`src/i2cm_pkg.sv`:
```
package i2cm_pkg;

  // Sequencer phases of one bus transaction.
  typedef enum logic [3:0] {
    PH_IDLE   = 4'd0,
    PH_START1 = 4'd1,
    PH_CTRL_W = 4'd2,
    PH_ADDR_H = 4'd3,
    PH_ADDR_L = 4'd4,
    PH_DATA   = 4'd5,
    PH_START2 = 4'd6,
    PH_CTRL_R = 4'd7,
    PH_READ   = 4'd8,
    PH_STOP   = 4'd9
  } phase_e;

  // Request kinds carried on the input tuser.
  typedef enum logic [1:0] {
    OP_TICK  = 2'd0,
    OP_WRITE = 2'd1,
    OP_READ  = 2'd2,
    OP_NOP   = 2'd3
  } op_e;

  localparam int unsigned DevAddrW   = 7;
  localparam int unsigned InDataW    = 40;
  localparam int unsigned OutDataW   = 16;
  localparam logic [DevAddrW-1:0] DevAddrReset = 7'd80;

  // Sub-step codes within a bit slot group.
  localparam logic [1:0] SubFirst  = 2'd0;
  localparam logic [1:0] SubSecond = 2'd1;
  localparam logic [1:0] SubThird  = 2'd2;

  // Number of data bits in a byte; the acknowledge slot follows them.
  localparam logic [3:0] BitsPerByte = 4'd8;

  // One input request after unpacking.
  typedef struct packed {
    op_e         opcode;
    logic [15:0] mem_address;
    logic [7:0]  write_data;
    logic [7:0]  byte_count;
    logic        sda_in;
  } req_t;

  // One result request.
  typedef struct packed {
    logic       scl_level;
    logic       sda_release;
    logic       busy_res;
    logic       read_valid;
    logic [7:0] read_data;
    logic       read_last;
    logic       ack_ok;
  } res_t;

endpackage

```
`src/i2cm_seq.sv`:
```
module i2cm_seq (
  input  logic                             clk_i,
  input  logic                             rst_ni,
  input  logic                             cfg_we_i,
  input  logic [i2cm_pkg::DevAddrW-1:0]    cfg_wdata_i,
  input  logic                             step_i,
  input  i2cm_pkg::req_t                   req_i,
  output i2cm_pkg::res_t                   res_o
);
  import i2cm_pkg::*;

  logic [DevAddrW-1:0] dev_addr_q;
  phase_e              phase_q, phase_d;
  logic [3:0]          bit_q, bit_d;
  logic [1:0]          sub_q, sub_d;
  logic [7:0]          shift_q, shift_d;
  logic [15:0]         target_q, target_d;
  logic [7:0]          remaining_q, remaining_d;
  logic                is_read_q, is_read_d;
  logic                ack_q, ack_d;
  logic                scl_q, scl_d;
  logic                sda_q, sda_d;
  logic                sda_line;
  logic                release_after;
  logic                rvalid;
  logic                rlast;
  logic                do_enter;
  phase_e              enter_ph;

  // Byte to be shifted out on entry to a phase.
  function automatic logic [7:0] load_shift(phase_e ph, logic [DevAddrW-1:0] dev,
                                            logic [15:0] addr, logic [7:0] rem);
    logic [7:0] val;
    case (ph)
      PH_CTRL_W: val = {dev, 1'b0};
      PH_ADDR_H: val = addr[15:8];
      PH_ADDR_L: val = addr[7:0];
      PH_DATA:   val = rem;
      PH_CTRL_R: val = {dev, 1'b1};
      default:   val = 8'h00;
    endcase
    return val;
  endfunction

  // Device address register.
  always_ff @(posedge clk_i or negedge rst_ni) begin
    if (!rst_ni) begin
      dev_addr_q <= DevAddrReset;
    end else if (cfg_we_i) begin
      dev_addr_q <= cfg_wdata_i;
    end
  end

  // One slot of the bus sequence per accepted tick; a command sets up a transaction while idle.
  always_comb begin
    phase_d       = phase_q;
    bit_d         = bit_q;
    sub_d         = sub_q;
    shift_d       = shift_q;
    target_d      = target_q;
    remaining_d   = remaining_q;
    is_read_d     = is_read_q;
    ack_d         = ack_q;
    scl_d         = scl_q;
    sda_line      = sda_q;
    release_after = 1'b0;
    rvalid        = 1'b0;
    rlast         = 1'b0;
    do_enter      = 1'b0;
    enter_ph      = PH_IDLE;

    if (step_i) begin
      case (req_i.opcode)
        OP_WRITE, OP_READ: begin
          if (phase_q == PH_IDLE) begin
            target_d    = req_i.mem_address;
            is_read_d   = (req_i.opcode == OP_READ);
            remaining_d = (req_i.opcode == OP_READ) ? req_i.byte_count : req_i.write_data;
            do_enter    = 1'b1;
            enter_ph    = PH_START1;
          end
        end
        OP_TICK: begin
          case (phase_q)
            PH_IDLE: ;
            PH_START1, PH_START2: begin
              if (sub_q == SubFirst) begin
                sda_line = 1'b1;
                scl_d    = 1'b1;
                sub_d    = SubSecond;
              end else if (sub_q == SubSecond) begin
                sda_line = 1'b0;
                sub_d    = SubThird;
              end else begin
                scl_d    = 1'b0;
                do_enter = 1'b1;
                enter_ph = (phase_q == PH_START1) ? PH_CTRL_W : PH_CTRL_R;
              end
            end
            PH_STOP: begin
              if (sub_q == SubFirst) begin
                sda_line = 1'b0;
                scl_d    = 1'b0;
                sub_d    = SubSecond;
              end else if (sub_q == SubSecond) begin
                scl_d = 1'b1;
                sub_d = SubThird;
              end else begin
                sda_line = 1'b1;
                do_enter = 1'b1;
                enter_ph = PH_IDLE;
              end
            end
            PH_READ: begin
              if (bit_q < BitsPerByte) begin
                if (sub_q == SubFirst) begin
                  sda_line = 1'b1;
                  scl_d    = 1'b1;
                  shift_d  = {shift_q[6:0], req_i.sda_in};
                  sub_d    = SubSecond;
                end else begin
                  scl_d = 1'b0;
                  sub_d = SubFirst;
                  bit_d = 4'(bit_q + 4'd1);
                end
              end else if (sub_q == SubFirst) begin
                // NACK on the final byte, ACK otherwise.
                sda_line = (remaining_q == 8'd1);
                sub_d    = SubSecond;
              end else if (sub_q == SubSecond) begin
                scl_d = 1'b1;
                sub_d = SubThird;
              end else begin
                scl_d         = 1'b0;
                rvalid        = 1'b1;
                rlast         = (remaining_q == 8'd1);
                remaining_d   = 8'(remaining_q - 8'd1);
                release_after = 1'b1;
                do_enter      = 1'b1;
                enter_ph      = (remaining_q == 8'd1) ? PH_STOP : PH_READ;
              end
            end
            PH_CTRL_W, PH_ADDR_H, PH_ADDR_L, PH_DATA, PH_CTRL_R: begin
              if (bit_q < BitsPerByte) begin
                if (sub_q == SubFirst) begin
                  sda_line = shift_q[7];
                  sub_d    = SubSecond;
                end else if (sub_q == SubSecond) begin
                  scl_d = 1'b1;
                  sub_d = SubThird;
                end else begin
                  scl_d   = 1'b0;
                  shift_d = {shift_q[6:0], 1'b0};
                  sub_d   = SubFirst;
                  bit_d   = 4'(bit_q + 4'd1);
                end
              end else if (sub_q == SubFirst) begin
                sda_line = 1'b1;
                sub_d    = SubSecond;
              end else if (sub_q == SubSecond) begin
                scl_d = 1'b1;
                ack_d = ~req_i.sda_in;
                sub_d = SubThird;
              end else begin
                scl_d    = 1'b0;
                do_enter = 1'b1;
                case (phase_q)
                  PH_CTRL_W: enter_ph = PH_ADDR_H;
                  PH_ADDR_H: enter_ph = PH_ADDR_L;
                  PH_ADDR_L: enter_ph = is_read_q ? PH_START2 : PH_DATA;
                  PH_CTRL_R: enter_ph = (remaining_q == 8'd0) ? PH_STOP : PH_READ;
                  default:   enter_ph = PH_STOP;
                endcase
              end
            end
            default: begin
              do_enter = 1'b1;
              enter_ph = PH_IDLE;
            end
          endcase
        end
        default: ;
      endcase
    end

    // Entering a phase restarts its bit and slot counters.
    if (do_enter) begin
      phase_d = enter_ph;
      bit_d   = 4'd0;
      sub_d   = SubFirst;
      shift_d = load_shift(enter_ph, dev_addr_q, target_d, remaining_d);
    end

    sda_d = release_after ? 1'b1 : sda_line;
  end

  // Result of this slot.
  always_comb begin
    res_o.scl_level   = scl_d;
    res_o.sda_release = sda_line;
    res_o.busy_res    = (phase_d != PH_IDLE);
    res_o.read_valid  = rvalid;
    res_o.read_data   = rvalid ? shift_q : 8'h00;
    res_o.read_last   = rlast;
    res_o.ack_ok      = ack_d;
  end

  // Sequencer state.
  always_ff @(posedge clk_i or negedge rst_ni) begin
    if (!rst_ni) begin
      phase_q     <= PH_IDLE;
      bit_q       <= 4'd0;
      sub_q       <= SubFirst;
      shift_q     <= 8'h00;
      target_q    <= 16'h0000;
      remaining_q <= 8'h00;
      is_read_q   <= 1'b0;
      ack_q       <= 1'b0;
      scl_q       <= 1'b1;
      sda_q       <= 1'b1;
    end else begin
      phase_q     <= phase_d;
      bit_q       <= bit_d;
      sub_q       <= sub_d;
      shift_q     <= shift_d;
      target_q    <= target_d;
      remaining_q <= remaining_d;
      is_read_q   <= is_read_d;
      ack_q       <= ack_d;
      scl_q       <= scl_d;
      sda_q       <= sda_d;
    end
  end

endmodule

```
`src/i2cm_skid.sv`:
```
module i2cm_skid (
  input  logic           clk_i,
  input  logic           rst_ni,
  input  logic           in_valid_i,
  output logic           in_ready_o,
  input  i2cm_pkg::res_t in_data_i,
  output logic           out_valid_o,
  input  logic           out_ready_i,
  output i2cm_pkg::res_t out_data_o
);
  import i2cm_pkg::*;

  logic out_valid_q, out_valid_d;
  logic skid_valid_q, skid_valid_d;
  res_t out_data_q, out_data_d;
  res_t skid_data_q, skid_data_d;

  assign in_ready_o  = ~skid_valid_q;
  assign out_valid_o = out_valid_q;
  assign out_data_o  = out_data_q;

  // The output stage refills from the skid stage first, else from the input.
  always_comb begin
    out_valid_d  = out_valid_q;
    skid_valid_d = skid_valid_q;
    out_data_d   = out_data_q;
    skid_data_d  = skid_data_q;
    if (out_ready_i || !out_valid_q) begin
      if (skid_valid_q) begin
        out_valid_d  = 1'b1;
        out_data_d   = skid_data_q;
        skid_valid_d = 1'b0;
      end else begin
        out_valid_d = in_valid_i;
        out_data_d  = in_data_i;
      end
    end else if (in_valid_i && !skid_valid_q) begin
      skid_valid_d = 1'b1;
      skid_data_d  = in_data_i;
    end
  end

  always_ff @(posedge clk_i or negedge rst_ni) begin
    if (!rst_ni) begin
      out_valid_q  <= 1'b0;
      skid_valid_q <= 1'b0;
    end else begin
      out_valid_q  <= out_valid_d;
      skid_valid_q <= skid_valid_d;
    end
  end

  always_ff @(posedge clk_i) begin
    out_data_q  <= out_data_d;
    skid_data_q <= skid_data_d;
  end

endmodule

```
`src/i2c_eeprom_master_core.sv`:
```
// I2C master for a serial EEPROM with a 16-bit memory address. A write or a
// read request (tuser) is taken only while idle and sets up the transaction;
// each following tick request stands for one slot of the bus sequence,
// and its result reports the SCL and SDA levels to drive during that slot
// together with busy, the last acknowledge seen and, on the slot that
// completes a received byte, the byte itself with tlast on the final one.
// One request is taken every clock cycle while input ready is high: the
// slot is decoded from the sequencer registers in a single pass and its
// result is registered in a two-entry output buffer, so input ready drops
// only when two results wait unread.
module i2c_eeprom_master_core (
  input  logic                                clk_i,
  input  logic                                rst_ni,
  // Configuration: seven-bit device address.
  input  logic                                cfg_we_i,
  input  logic [i2cm_pkg::DevAddrW-1:0]       cfg_wdata_i,
  // Input requests.
  input  logic                                s_axis_tvalid_i,
  output logic                                s_axis_tready_o,
  // From bit 0: mem_address[15:0], write_data[7:0], byte_count[7:0], sda_in,
  // zero fill.
  input  logic [i2cm_pkg::InDataW-1:0]        s_axis_tdata_i,
  // opcode[1:0].
  input  logic [1:0]                          s_axis_tuser_i,
  // Results.
  output logic                                m_axis_tvalid_o,
  input  logic                                m_axis_tready_i,
  // From bit 0: scl_level, sda_release, busy_res, read_valid, read_data[7:0],
  // ack_ok, zero fill.
  output logic [i2cm_pkg::OutDataW-1:0]       m_axis_tdata_o,
  // read_last.
  output logic                                m_axis_tlast_o
);
  import i2cm_pkg::*;

  req_t req;
  res_t step_res;
  res_t out_res;
  logic step;

  // Unpack the input request.
  always_comb begin
    req.opcode      = op_e'(s_axis_tuser_i);
    req.mem_address = s_axis_tdata_i[15:0];
    req.write_data  = s_axis_tdata_i[23:16];
    req.byte_count  = s_axis_tdata_i[31:24];
    req.sda_in      = s_axis_tdata_i[32];
  end

  assign step = s_axis_tvalid_i && s_axis_tready_o;

  i2cm_seq u_seq (
    .clk_i       (clk_i),
    .rst_ni      (rst_ni),
    .cfg_we_i    (cfg_we_i),
    .cfg_wdata_i (cfg_wdata_i),
    .step_i      (step),
    .req_i       (req),
    .res_o       (step_res)
  );

  i2cm_skid u_skid (
    .clk_i       (clk_i),
    .rst_ni      (rst_ni),
    .in_valid_i  (s_axis_tvalid_i),
    .in_ready_o  (s_axis_tready_o),
    .in_data_i   (step_res),
    .out_valid_o (m_axis_tvalid_o),
    .out_ready_i (m_axis_tready_i),
    .out_data_o  (out_res)
  );

  // Pack the result request.
  assign m_axis_tdata_o = {3'b000, out_res.ack_ok, out_res.read_data, out_res.read_valid,
                           out_res.busy_res, out_res.sda_release, out_res.scl_level};
  assign m_axis_tlast_o = out_res.read_last;

  // A last flag only ever comes with a received byte.
  assert property (@(posedge clk_i) disable iff (!rst_ni)
    (m_axis_tvalid_o && m_axis_tlast_o) |-> m_axis_tdata_o[3])
    else $error("read_last without read_valid");

  // A received byte is always followed by at least the stop, so busy holds.
  assert property (@(posedge clk_i) disable iff (!rst_ni)
    (m_axis_tvalid_o && m_axis_tdata_o[3]) |-> m_axis_tdata_o[2])
    else $error("read byte reported while not busy");

  // Input back-pressure only follows a stalled result.
  assert property (@(posedge clk_i) disable iff (!rst_ni)
    !s_axis_tready_o |-> $past(m_axis_tvalid_o && !m_axis_tready_i))
    else $error("input stalled without output back-pressure");

endmodule

```
`config.mk`:
```
export PLATFORM = sky130hd
export DESIGN_NAME = i2c_eeprom_master_core
export DESIGN_NICKNAME = d
export VERILOG_FILES = /design/src/i2cm_pkg.sv /design/src/i2cm_seq.sv /design/src/i2cm_skid.sv /design/src/i2c_eeprom_master_core.sv
export SDC_FILE = /design/constraint.sdc
export NUM_CORES = 1
export LEC_CHECK = 0
export BUFFER_PORTS_ARGS = -buffer_cell sky130_fd_sc_hd__buf_4
export CORE_MARGIN = 8
export CORE_UTILIZATION = 51
export DETAILED_ROUTE_END_ITERATION = 8
export MAX_ROUTING_LAYER = met4
export PLACE_DENSITY = 0.76
export RECOVER_POWER = 25
export SKIP_CTS_REPAIR_TIMING = 1
export SLEW_MARGIN = 20
export SYNTH_ARGS = -nofsm -noshare
export SYNTH_HDL_FRONTEND = slang
export SYNTH_SLANG_ARGS = --single-unit
```
`constraint.sdc`:
```
create_clock -name clk_i -period 2.7 [get_ports clk_i]
set_clock_uncertainty 0.1 [all_clocks]
set_input_delay 0.54 -clock clk_i [delete_from_list [all_inputs] [get_ports clk_i]]
set_output_delay 0.54 -clock clk_i [all_outputs]
set_load 0.1 [all_outputs]
```
==> qor.tcl <==
set qor(cp_cell_sequence) {buf_6 -> or3b_4 -> a311oi_4 -> nor2_4 -> a21o_1 -> or4_4 -> mux2_4}
set qor(power.switching_fraction_pct) 37.6
set qor(clkPwrFrac_pct) 20.3
set qor(critical_path_start_end_classification) {register to register}
set qor(drtPass1Iterations) 5
set qor(post-route-worst-setup-slack_ps) -46.5
set qor(run_status) {complete, but fails checks}
set qor(finalWirelength_microns) 12800
set qor(largest_family_of_logic_cells_by_synthesized_area) {simple AND/OR/NAND/NOR gates}
set qor(wire_length_of_the_first_global_routing_pass_microns) 20800
set qor(pre_cts_ws_ps) -449
set qor(violations) {negative setup slack}
set qor(critPathMaxStageDelay_ps) 530
set qor(share_of_cell_area_taken_by_muxes_after_synthesis_pct) 9.95
set qor(intPower_mw) 3.18
set qor(detailroute.via_count) 3969
set qor(timing.final.crit_share_pct) 102
set qor(postSynthCellCount) 426
set qor(clock_insertion_delay_worst_skew_ps) 350
set qor(fin_hold_ws_ps) 323
set qor(timing.critical_path.fanout_max) 7
set qor(vdd_drop_max_uv) 408
set qor(p_seq_share_pct) 37.8
set qor(synth-compound-area-share_pct) 17.1
set qor(rsz0062_at_grt) {yes}
set qor(drtAntennaViolNets) 0
set qor(synth.ff_latch_count) 83
set qor(syn_area_sq_um) 4600
set qor(timing.reg2reg.worst_path_depth) 7
set qor(synth.yosys.warnings) 0
set qor(layout.nets) 624
set qor(timing_worst_slew_pin_value_ps) 1400
set qor(floorplan.die_area_sq_um) 12300
set qor(antenna_found_initial) 0
set qor(initial_utilization_pct) 52.8
set qor(crit_arrival_ps) 2760
set qor(synth-xor-area-share_pct) 0.190
set qor(maxSlewViolCount) 0
set qor(most_frequent_cells_in_the_layout) {sky130_fd_sc_hd__buf_4, sky130_fd_sc_hd__dfrtp_1, sky130_fd_sc_hd__mux2_2, sky130_fd_sc_hd__edfxtp_1, sky130_fd_sc_hd__nor2_1}
set qor(globalplace.congestion) 0.938
set qor(crit_buf_inv) 1
set qor(timing.setup.tns_ps) -46.5
set qor(drt_drc_violations_left) 0
set qor(synthArstFlopShare_pct) 66.3
set qor(cell_class_contributing_the_biggest_share_of_worst_path_delay) {simple AND/OR/NAND/NOR gates}
set qor(clk_pin_slew_worst_paths_ps) 90
set qor(die_height_microns) 111
set qor(post_synthesis_to_final_layout_area_growth_pct) 33.2
set qor(num_antenna_cells) 0
set qor(crit_path_start_kind) {register}
set qor(timing.critical_path.required_ps) 2710
set qor(fmax_ghz) 0.364
set qor(boundaryPins) 73
set qor(critical_path.endpoint_type) {register}
set qor(drv.max_cap_violation_count) 0
set qor(synthAdderAreaFrac_pct) 2.45
set qor(routed_via_density) 5.89
set qor(switchingPower_mw) 1.92
set qor(most_frequent_standard_cell_in_the_layout_excluding_fill_and_tap_cells) {sky130_fd_sc_hd__buf_4}
set qor(core_area_sq_um) 8720
set qor(sequential_area_share_after_synthesis_pct) 48.3
set qor(post_layout_instance_area_sq_um) 6130
set qor(hold_class) {input port to register}
set qor(crit_slowest_cell) {sky130_fd_sc_hd__or4_4}
set qor(power_density_normalized_to_cell_area_nw_per_um2) 833
set qor(rows) 34
set qor(die_width_microns) 111
set qor(layout.filler_cells) 638
set qor(placed_cells) 651
set qor(grt_max_degree) 56
set qor(synth_cell_type_count) 72
set qor(fin_util_pct) 70.2
set qor(total_leakage_power_nw) 2.70
set qor(setup_violations) 1
set qor(power.combinational.fraction_pct) 41.9
set qor(finalCriticalPeriod_ps) 2750
set qor(place.port_buffers) 62
set qor(grt_util_all_layers_pct) 21.0
set qor(cts_tree) {done}
set qor(totalPowerFinal_mw) 5.10
set qor(cts_made_buffers) 9
set qor(cp_num_cells) 7
set qor(stdcell_count) 674
set qor(dpl_cell_area_sq_um) 5710
set qor(ys.flop_type) {sky130_fd_sc_hd__dfrtp_1}
set qor(timing_hold_violations_final) 0
set qor(cts.root.buffer_cell) {sky130_fd_sc_hd__clkbuf_8}
set qor(timing.reg2reg.setup_slack_ps) -50
set qor(relSlewSlack_pct) 6.62
set qor(hpwl_microns) 9710
set qor(synth-edff-count) 28
set qor(share_of_cells_above_drive_strength_1_pct) 42.9
set qor(htree_levels) 3
set qor(route.detailed.wl_per_inst_microns) 19.0
set qor(drt_iter0_markers) 207
set qor(numClockSinks) 83
set qor(postSynthAreaPerCell_sq_um) 10.8
set qor(hold_depth) 2
set qor(synth-simple-area-share_pct) 18.2
set qor(grt_remaining_overflow) 0
set qor(cts_buffer_depth) 2
set qor(grt_pass1_vias) 4029
-- cells in the mapped netlist, types with 5 or more instances --
cell type	count	area, sq um
sky130_fd_sc_hd__a21oi_1	11	55.1
sky130_fd_sc_hd__nand2_1	21	78.8
sky130_fd_sc_hd__a221oi_1	7	61.3
sky130_fd_sc_hd__a31oi_1	12	75.1
sky130_fd_sc_hd__o21ai_0	26	130
sky130_fd_sc_hd__nor2_1	27	101
sky130_fd_sc_hd__inv_1	13	48.8
sky130_fd_sc_hd__and2_1	11	68.8
sky130_fd_sc_hd__or3_1	5	31.3
sky130_fd_sc_hd__buf_2	6	30.0
sky130_fd_sc_hd__dfrtp_1	51	1280
sky130_fd_sc_hd__clkbuf_1	16	60.1
sky130_fd_sc_hd__nand3_1	11	55.1
sky130_fd_sc_hd__mux2_2	34	383
sky130_fd_sc_hd__nor3_1	9	45.0
sky130_fd_sc_hd__edfxtp_1	28	841
sky130_fd_sc_hd__o211ai_1	7	52.6
sky130_fd_sc_hd__mux2i_1	6	60.1
sky130_fd_sc_hd__ha_1	9	113
sky130_fd_sc_hd__nand2b_1	11	68.8
sky130_fd_sc_hd__a21o_1	14	105
sky130_fd_sc_hd__nand4_1	6	37.5
-- power groups by stage --
stage          Clock (mW)  Combinational, mW  Sequential, mW
2_1_floorplan           0               1.06            2.09
3_3_place_gp            0               1.95            1.92
3_5_place_dp            0               1.98            1.94
4_1_cts              1.04               1.98            1.92
5_1_grt              1.09               2.33            1.97
6_report             1.04               2.14            1.93
-- metal layers --
layer | wire [microns] | global-route usage, %
met5 | 0 | -
met4 | 298 | 6.76
met1 | 5520 | 25.6
met2 | 6240 | 34.1
met3 | 724 | 4.55
-- worst paths after layout --
path	startpoint	end
worst min-delay path	cfg_wdata_i[4]	u_seq.dev_addr_q[4]
worst max-delay path	u_seq.phase_q[1]	u_skid.out_data_o[11]
worst max register to register	u_seq.phase_q[1]	u_skid.out_data_o[11]
worst min register to register	u_seq.target_q[1]	u_seq.target_q[1]
min in group asynchronous	rst_ni	u_seq.target_q[4]
max in group asynchronous	rst_ni	u_seq.phase_q[1]
-- cells by family after synthesis --
kind of cell             Yosys count
AO/OA/AOI/OAI                    111
XOR/XNOR                           1
adder cells (fa/ha/maj)            9
buffers and inverters             39
flip-flops                        83
multiplexers                      41
other                              1
AND/OR/NAND/NOR                  141
-- cell type report --
type,count,area [sq um],share of cell area (%)
clock buffer,9,124,2.02
clock inverter,7,105,1.72
inverter,13,48.8,0.797
multi-input combinational,306,2360,38.5
sequential,83,2230,36.4
tap,108,135,2.21
timing repair buffer,148,1120,18.4
-- flip-flops by register name (all words and copies together), names as in the netlist --
| register | cells |
|---|---|
| u_seq.target_q | 16 |
| u_skid.out_data_o | 14 |
| u_skid.skid_data_q | 14 |
| u_seq.remaining_q | 8 |
| u_seq.shift_q | 8 |
| u_seq.dev_addr_q | 7 |
| u_seq.bit_q | 4 |
| u_seq.phase_q | 4 |
| u_seq.sub_q | 2 |
| u_seq.ack_q | 1 |
| u_seq.is_read_q | 1 |
| u_seq.scl_q | 1 |
| u_seq.sda_q | 1 |
| u_skid.out_valid_o | 1 |
| u_skid.skid_valid_q | 1 |
No activity file was read; power rests on OpenSTA's default activity.
